File: src/obr_mul.sv
module obr_mul (
    input  logic               aclk,
    input  logic signed [33:0] op_a,
    input  logic signed [31:0] op_b,
    output logic signed [65:0] prod_reg
);

    logic signed [65:0] prod_next;

    // shared signed multiplier, product registered
    assign prod_next = 66'(op_a) * 66'(op_b);

    always_ff @(posedge aclk) begin
        prod_reg <= prod_next;
    end

endmodule

File: config.mk
export PLATFORM = sky130hd
export DESIGN_NAME = obr_mul
export DESIGN_NICKNAME = d
export VERILOG_FILES = /design/src/obr_mul.sv
export SDC_FILE = /design/constraint.sdc
export NUM_CORES = 2
export LEC_CHECK = 0
export BUFFER_PORTS_ARGS = -buffer_cell sky130_fd_sc_hd__buf_2
export CORE_ASPECT_RATIO = 1.1
export CORE_UTILIZATION = 65
export CTS_CLUSTER_DIAMETER = 40
export DETAILED_ROUTE_END_ITERATION = 10
export GPL_TIMING_DRIVEN = 1
export PLACE_DENSITY_LB_ADDON = 0.1
export SLEW_MARGIN = 20
export SYNTH_ARGS = -nofsm -noshare
export SYNTH_HDL_FRONTEND = slang
export SYNTH_SLANG_ARGS = --single-unit
File: constraint.sdc
create_clock -name aclk -period 19.13 [get_ports aclk]
set_input_delay 0.9565 -clock aclk [delete_from_list [all_inputs] [get_ports aclk]]
set_output_delay 0.9565 -clock aclk [all_outputs]
set_load 0.05 [all_outputs]
==> flow_summary.ini <==
[worst_setup_path]
start_kind = primary input
critPathTopFamily = adder cells
cp_cell_sequence = buf_2 > nand2_1 > inv_1 > fa_1 > inv_1 > fa_1 > fa_1 > inv_1 > fa_1 > inv_1 > fa_1 > inv_1 > fa_1 > fa_1 > fa_1 > ha_1 > a211oi_2 > a21oi_1 > nand3_1 > o2bb2ai_1 > a31o_2 > a211oi_2 > o211ai_1 > xnor2_1
cp_max_fo = 34
max_stage_delay_ns = 1.04
crit_required_ns = 19.42
cp_slowest_cell = fa_1
timing_worst_setup_path_type = primary input to flop
crit_top_cell = fa_1
crit_path_end_kind = flop
critPathBufInv = 6
worst_ep_arrival_time_ns = 9.40

[synthesis]
ys_types = 57
synth.avg_cell_area_um2 = 9.46
synthArstFlopShare_pct = 0
netlist_top_cells_area = fa_1 58%, inv_1 10%, and2_1 8.5%, ha_1 6.0%, nand2_1 5.4%
synth_top_area_share_pct = 58.0
ys_warn_count = 0
synth-seq-cells = 66
synthTopCellsByCount = 1142 x fa_1, 1046 x inv_1, 565 x nand2_1
synth_area_um2 = 39400
synth_flop_cell = dfxtp_1
synth-edff-count = 0
yosysSeqAreaShare_pct = 3.35
synth_most_common_cell = fa_1
syn_nets = 5560
yosys.area.top_type = fa_1
synthesis.instances = 4163

[grt]
grt_pass1_vias = 30900
busiest_layer = met2
grt-ovfl-total = 0
grt_max_degree = 35
met3_usage_pct = 4.52
antenna_found_initial = 2
use_met1_pct = 43.1
use_met2_pct = 62.4
grt.total_usage_pct = 36.0
grt_pass1_wl_mm = 167

[floorplan]
core.rowCount = 94
die_x_um = 237
core_area_um2 = 59900
die_area_um2 = 61600
die_height_um = 260
ios = 133
start_util_pct = 65.8

[clock_tree]
cts_max_level = 3
clkTransAtPathRegs_ns = 0.08
cts_setup_buffers = 0
cts_buffers = 9
ctsResizeCount = 0
cts_tree = yes
clockRootBuffer = clkbuf_16
ctsHoldBuffers = 0
cts_sinks = 66
clk_path_buf_depth = 2

[sta]
max_freq_mhz = 110
finalHoldViolCount = 0
drv_slew = 0
relSlewSlack_pct = 23.5
tns_ns = 0
setup_viol = 0
worst_pin_slew_ns = 1.14
fin_crit_ns = 9.11
rsz0062_at_grt = false
fin_crit_sh_pct = 47.6

[hold_path]
hold_path.class = primary input to flop
hold_depth = 2
min_to = prod_reg[0]
worstHoldStart = op_b[0]

[flow_run]
timing.max_cap.violations = 0

[placement]
gp_congestion = 0.894
port-buffer-count = 132
hpwlAfterDp_mm = 78.9

[route]
wl_mm = 101
wire_per_inst_um = 20.8
drc = 0
vias = 27500
drt_iter0_drc = 1744
via_per_inst = 5.64
dr.pass1.iters = 5
ant_nets = 0

[cells_and_area]
layout.nets = 5494
final_core_util_pct = 67.8
largest_register_ffs = 66
syn2layout_area_growth_pct = 2.99
fill_cells = 4893
drive_gt1_share_pct = 4.27

[run_status]
status = completed
[metal layers]
layer / share of wire, % / vias to the layer above
met5: 0 / -
met4: 6.8 / 0
met3: 6.3 / 333
met2: 51 / 1123
met1: 35 / 14400
li1: - / 11600
[cell families (layout without fill, tap and decap cells)]
group | after synthesis | count (layout) | share of synthesized area [%]
xor+xnor | 74 | 74 | 1.65
fa+ha+maj | 1330 | 1330 | 64.0
compound gates | 201 | 201 | 3.44
buf+inv | 1268 | 1207 | 12.1
flops | 66 | 66 | 3.35
other cells | 0 | 1 | 0
simple gates | 1224 | 1224 | 15.4
[placed cells by master, fill, tap and decap left out, types with 9 or more instances in the layout]
| master | instances |
|---|---|
| and2_1 | 534 |
| ha_1 | 188 |
| nor2_1 | 58 |
| nand2_1 | 565 |
| buf_2 | 132 |
| o21ai_0 | 31 |
| a21o_1 | 29 |
| fa_1 | 1142 |
| inv_1 | 1046 |
| xor2_1 | 21 |
| o21bai_1 | 10 |
| a31oi_1 | 10 |
| nand3_1 | 12 |
| o21a_1 | 9 |
| nand2b_1 | 17 |
| clkbuf_16 | 9 |
| dfxtp_1 | 66 |
| buf_4 | 13 |
| a21oi_1 | 58 |
| nand4_1 | 9 |
| xnor2_1 | 53 |
[worst max path at each step]
stage                   from           end  slack, ns  cells past startpoint
floorplan           op_a[33]  prod_reg[62]      10.75                     25
global placement    op_a[33]  prod_reg[65]       9.62                     23
detailed placement  op_a[33]  prod_reg[64]       9.61                     27
CTS                 op_a[33]  prod_reg[65]      10.00                     23
global route         op_b[5]  prod_reg[63]       9.60                     26
finish               op_b[5]  prod_reg[65]      10.02                     24
[metrics by stage]
step                setup WS, ns  std cells  cell area, um^2  hold WS, ns
global placement            9.62       4854            40300         1.42
global route                9.60       4870            40600         1.23
finish                     10.02       4871            40600         1.22
detailed placement          9.61       4854            40300         1.42
floorplan                  10.75       4163            39400         1.08
CTS                        10.00       4870            40600         1.19
[layout make-up]
cell class | instances | area, um^2 | share of cell area [%]
flip-flops and latches | 66 | 1320 | 3.26
inverters | 1046 | 3930 | 9.68
diodes | 1 | 2.50 | 0.00617
well taps | 768 | 961 | 2.37
clock buffers | 10 | 229 | 0.564
repair buffers | 145 | 758 | 1.87
clock inverters | 6 | 67.6 | 0.167
multi-input cells | 2829 | 33300 | 82.1
Power is not shown: default switching activity piles up to over one toggle a cycle in this logic, so the estimate is an artifact.
