===== src/obr_pkg.sv =====
package obr_pkg;

    // fixed table and arithmetic constants
    localparam int TBL_SIZE = 8192;
    localparam int TBL_AW   = 13;

    localparam logic signed [19:0] PI_Q16     = 20'sd205887;
    localparam logic signed [19:0] TWO_PI_Q16 = 20'sd411775;
    localparam logic signed [31:0] ROT_COS    = 32'sd1073741508;
    localparam logic signed [31:0] ROT_SIN    = 32'sd823550;

    // register indexes on the configuration port
    localparam logic [2:0] REG_INTERP_COUNT  = 3'd0;
    localparam logic [2:0] REG_INV_INTERP    = 3'd1;
    localparam logic [2:0] REG_BAND_STEP     = 3'd2;
    localparam logic [2:0] REG_RADIAN_STEP   = 3'd3;
    localparam logic [2:0] REG_PARTIAL_COUNT = 3'd4;

    typedef struct packed {
        logic [6:0]  interp_count;
        logic [16:0] inv_interp;
        logic [28:0] band_step;
        logic [27:0] radian_step;
        logic [10:0] partial_count;
    } obr_cfg_t;

    typedef enum logic [4:0] {
        ST_INIT0, ST_INIT1, ST_INIT2, ST_INIT3, ST_INIT4,
        ST_IDLE, ST_RD, ST_MC, ST_MD, ST_ZERO, ST_F, ST_AI, ST_FI,
        ST_RUN, ST_DR1, ST_DR2, ST_WB, ST_E_RD, ST_E_LD, ST_E_WT
    } obr_state_t;

    // clamp a signed value to 32 bits
    function automatic logic [31:0] sat32(input logic signed [63:0] v);
        logic [31:0] r;
        if (v > 64'sd2147483647) begin
            r = 32'h7fff_ffff;
        end else if (v < -64'sd2147483648) begin
            r = 32'h8000_0000;
        end else begin
            r = v[31:0];
        end
        return r;
    endfunction

endpackage


===== src/obr_cfg.sv =====
module obr_cfg (
    input  logic               aclk,
    input  logic               aresetn,
    input  logic               psel,
    input  logic               penable,
    input  logic               pwrite,
    input  logic [4:0]         paddr,
    input  logic [31:0]        pwdata,
    output logic [31:0]        prdata,
    output logic               pready,
    output obr_pkg::obr_cfg_t  cfg
);
    import obr_pkg::*;

    obr_cfg_t   cfg_reg;
    logic       wr_en;
    logic [2:0] reg_idx;

    assign pready  = 1'b1;
    assign reg_idx = paddr[4:2];
    assign wr_en   = psel & penable & pwrite;
    assign cfg     = cfg_reg;

    // register writes
    always_ff @(posedge aclk) begin
        if (!aresetn) begin
            cfg_reg.interp_count  <= 7'd64;
            cfg_reg.inv_interp    <= 17'd1024;
            cfg_reg.band_step     <= 29'd524288;
            cfg_reg.radian_step   <= 28'd333772;
            cfg_reg.partial_count <= 11'd512;
        end else if (wr_en) begin
            case (reg_idx)
                REG_INTERP_COUNT:  cfg_reg.interp_count  <= pwdata[6:0];
                REG_INV_INTERP:    cfg_reg.inv_interp    <= pwdata[16:0];
                REG_BAND_STEP:     cfg_reg.band_step     <= pwdata[28:0];
                REG_RADIAN_STEP:   cfg_reg.radian_step   <= pwdata[27:0];
                REG_PARTIAL_COUNT: cfg_reg.partial_count <= pwdata[10:0];
                default: ;
            endcase
        end
    end

    // read mux
    always_comb begin
        case (reg_idx)
            REG_INTERP_COUNT:  prdata = {25'd0, cfg_reg.interp_count};
            REG_INV_INTERP:    prdata = {15'd0, cfg_reg.inv_interp};
            REG_BAND_STEP:     prdata = {3'd0, cfg_reg.band_step};
            REG_RADIAN_STEP:   prdata = {4'd0, cfg_reg.radian_step};
            REG_PARTIAL_COUNT: prdata = {21'd0, cfg_reg.partial_count};
            default:           prdata = 32'd0;
        endcase
    end

endmodule


===== config.mk =====
export PLATFORM = sky130hd
export DESIGN_NAME = obr_cfg
export DESIGN_NICKNAME = d
export VERILOG_FILES = /design/src/obr_pkg.sv /design/src/obr_cfg.sv
export SDC_FILE = /design/constraint.sdc
export NUM_CORES = 1
export LEC_CHECK = 0
export BUFFER_PORTS_ARGS = -buffer_cell sky130_fd_sc_hd__clkbuf_2
export CAP_MARGIN = 0
export CORE_ASPECT_RATIO = 1.75
export CORE_MARGIN = 8
export CORE_UTILIZATION = 44
export DETAILED_ROUTE_END_ITERATION = 16
export GPL_ROUTABILITY_DRIVEN = 0
export PLACE_DENSITY_LB_ADDON = 0.08
export SLEW_MARGIN = 20
export SYNTH_ARGS = -nofsm -noshare
export SYNTH_HDL_FRONTEND = slang
export SYNTH_SLANG_ARGS = --single-unit

===== constraint.sdc =====
create_clock -name aclk -period 1.75 [get_ports aclk]
set_clock_uncertainty 0.15 [all_clocks]
set_input_delay 0.35 -clock aclk [delete_from_list [all_inputs] [get_ports aclk]]
set_output_delay 0.35 -clock aclk [all_outputs]
set_load 0.02 [all_outputs]

==> metrics.md <==
| Metric | Value |
|---|---|
| Vias per cell | 5.227 |
| Power per standard cell area | 745.3 nW/µm² |
| Via count of the routed design | 4,009 |
| H-Tree Depth | 3 |
| Synthesized flop and latch total | 92 |
| Avg WL per Cell | 18.04 µm |
| Layout area overhead | 45.25% |
| Root Driver | clkbuf_16 |
| Failing checks | negative setup slack |
| Largest net degree at the start of global routing | 36 |
| Clock transition at the registers of the reported paths | 60 ps |
| Total CTS buffers | 9 |
| Global route total overflow | 0 |
| Synth cell types | 33 |
| Post-DRT Antenna Nets | 0 |
| Hold_buf cts | 0 |
| Status | complete, but fails checks |
| Unrepaired setup endpoints after global routing | true |
| Crit-path max cell delay | 340 ps |
| Max cap viols | 0 |
| Peak VDD IR | 0.5352 mV |
| IO Pins | 167 |
| Initial Util | 0.4491 |
| Final setup fails | 16 |
| Worst setup margin | -116.1 ps |
| Min cycle time layout | 1866 ps |
| Post-synthesis sequential area ratio | 0.4359 |
| Layout cell share with drive strength beyond 1 | 0.4450 |
| Simple-gate share of the synthesized area | 0.1531 |
| WL met2 | 7176 µm |
| Synth Area in Adders | 0 |
| Crit path cell chain | clkbuf_16 > buf_8 > mux2_2 > a22oi_2 > o22ai_2 > clkbuf_8 |
| Dpl cells | 742 |
| Post-Synthesis Cells | 456 |
| Post-synth design cell area | 4225 µm² |
| CP endpoint kind | primary output |
| Max-slew violation count | 0 |
| Met1 Wirelength | 5523 µm |
| Die ar. | 13,120 µm² |
| Max reg flops | 92 |
| Fin. Hold Viols | 0 |
| Die Y | 145.6 µm |
| Final net count | 684 |
| CTS tree | built |
| Mean Syn Cell Area | 9.266 µm² |
| Die width | 90.08 µm |
| Final std cells w/o fill | 767 |
| Final instance area | 6137 µm² |
| P_leak | 2.750 nW |
| Total power | 4.574 mW |
| # DRC | 0 |
| Min-delay src | pwdata[28] |
| Core region area | 9409 µm² |
| Clock buffer depth | 2 |
| Clock Latency Late Sink | 330 ps |
| First-pass GRT wire length | 22,630 µm |
| Top sig layer | met4 |
| Vias in the first global route | 4,373 |
| Main combinational cell family by area after synthesis | multiplexers |
| Final Core Density | 0.6523 |
| Final WL | 13,840 µm |
| Clock sink count | 92 |
| Initial antenna violation count | 0 |
| Worst EP required | 1250 ps |
| Period Utilization, post-route | 1.066 |
| Commonest non-fill, non-tap cell in the layout | clkbuf_2 |
| Setup crit start kind | primary input |
| Diode count | 0 |
| Post-DP HPWL | 10,120 µm |
| FF-to-FF Start | cfg[13] |
| Post-synthesis mux area share | 0.2597 |
| CP max stage cell | mux2_2 |
| Initial DRC Count | 165 |
| Commonest cells after routing, fill and taps aside | clkbuf_2, nand2_1, mux2i_1, dfxtp_1, buf_4 |
| Crit Path Category | in2out |
| GRT Overall Usage | 0.2116 |
| Hold Path Class | in2reg |
| Row count | 47 |
| Worst-path fanout max | 6 |
| DP Area | 5419 µm² |
| Arr. time, crit path | 1370 ps |
| # port buffers | 157 |
| WL met3 | 796 µm |
| 1st-pass router iterations | 4 |
| Synth warnings | 0 |
| Complex-gate fraction of the synthesized area | 0.08972 |
| F_max | 0.5359 GHz |
| Post-Synth XOR/XNOR Area | 0 |
| Setup crit start | paddr[2] |
| Fillers | 830 |
[Yosys cell counts (all sizes together)]
| master | instances | area share |
|---|---|---|
| a211o | 1 | 0.0021 |
| a22oi | 24 | 0.043 |
| and2 | 1 | 0.0015 |
| and3 | 1 | 0.0015 |
| and4b | 1 | 0.0024 |
| buf | 21 | 0.034 |
| clkbuf | 19 | 0.017 |
| conb | 2 | 0.0018 |
| dfxtp | 92 | 0.44 |
| inv | 10 | 0.0089 |
| mux2 | 13 | 0.035 |
| mux2i | 95 | 0.23 |
| nand2 | 110 | 0.098 |
| nand2b | 1 | 0.0015 |
| nand3 | 3 | 0.0036 |
| nand4 | 3 | 0.0044 |
| nand4b | 2 | 0.0077 |
| nor2 | 22 | 0.022 |
| nor2b | 3 | 0.0044 |
| nor3 | 1 | 0.0012 |
| nor3b | 2 | 0.0047 |
| o211ai | 2 | 0.0036 |
| o21ai | 9 | 0.011 |
| o22ai | 11 | 0.016 |
| o311ai | 7 | 0.015 |
[what timing repair did]
| action | 4_1_cts | 5_1_grt |
|---|---|---|
| pin swaps | 9 | 6 |
| cloned | 1 | 1 |
| setup endpoints to repair | 22 | 21 |
| setup buffers | 5 | 4 |
| resized for setup | 65 | 39 |
[kinds of logic (layout without fill, tap and decap cells)]
group / count (synthesis) / in the layout
AND/OR/NAND/NOR: 150 / 150
multiplexers: 108 / 108
flip-flops: 92 / 92
AO/OA/AOI/OAI: 54 / 54
buffers and inverters: 50 / 237
other: 2 / 4
[path summary, 6_finish.rpt]
check | end | slack (ps) | cells past startpoint
max | prdata[6] | -120 | 6
min | cfg[67] | 90 | 3
min reg2reg | cfg[40] | 320 | 2
max reg2reg | cfg[13] | 790 | 3
[stage by stage]
stage	hold WS, ps	worst slack, ps	setup TNS (ps)
floorplan	342.2	-76.02	-1038
global placement	306.6	-221.7	-4750
detailed placement	313.3	-222.7	-6320
CTS	87.97	-110.9	-1203
global route	107.7	-140.7	-1549
finish	94.04	-116.1	-890.9
[layer usage]
layer,global-route usage,up-vias
li1,-,1939
met1,0.2241,1917
met2,0.3793,123
met3,0.05733,30
met4,0.09304,0
met5,0,-
[power breakdown]
| part | internal, mW | switching [mW] |
|---|---|---|
| registers | 2.11 | 0.0149 |
| clock network | 1.17 | 0.751 |
| logic | 0.230 | 0.300 |
[worst max-delay path, delay by kind of cell]
family	cells	cell delay [ps]
AOI/OAI and AO/OA	2	230
buffers and inverters	3	440
muxes	1	340
[final cells by class]
cell class              count  area (µm²)  area share
clock inverters             2       35.03    0.005708
multi-input cells         316        2340      0.3812
well taps                 122       152.6     0.02487
flip-flops and latches     92        1858      0.3028
inverters                  10       37.54    0.006116
repair buffers            213        1458      0.2375
clock buffers              12       256.5     0.04179
Note: power is estimated with default switching activity, not from simulation.
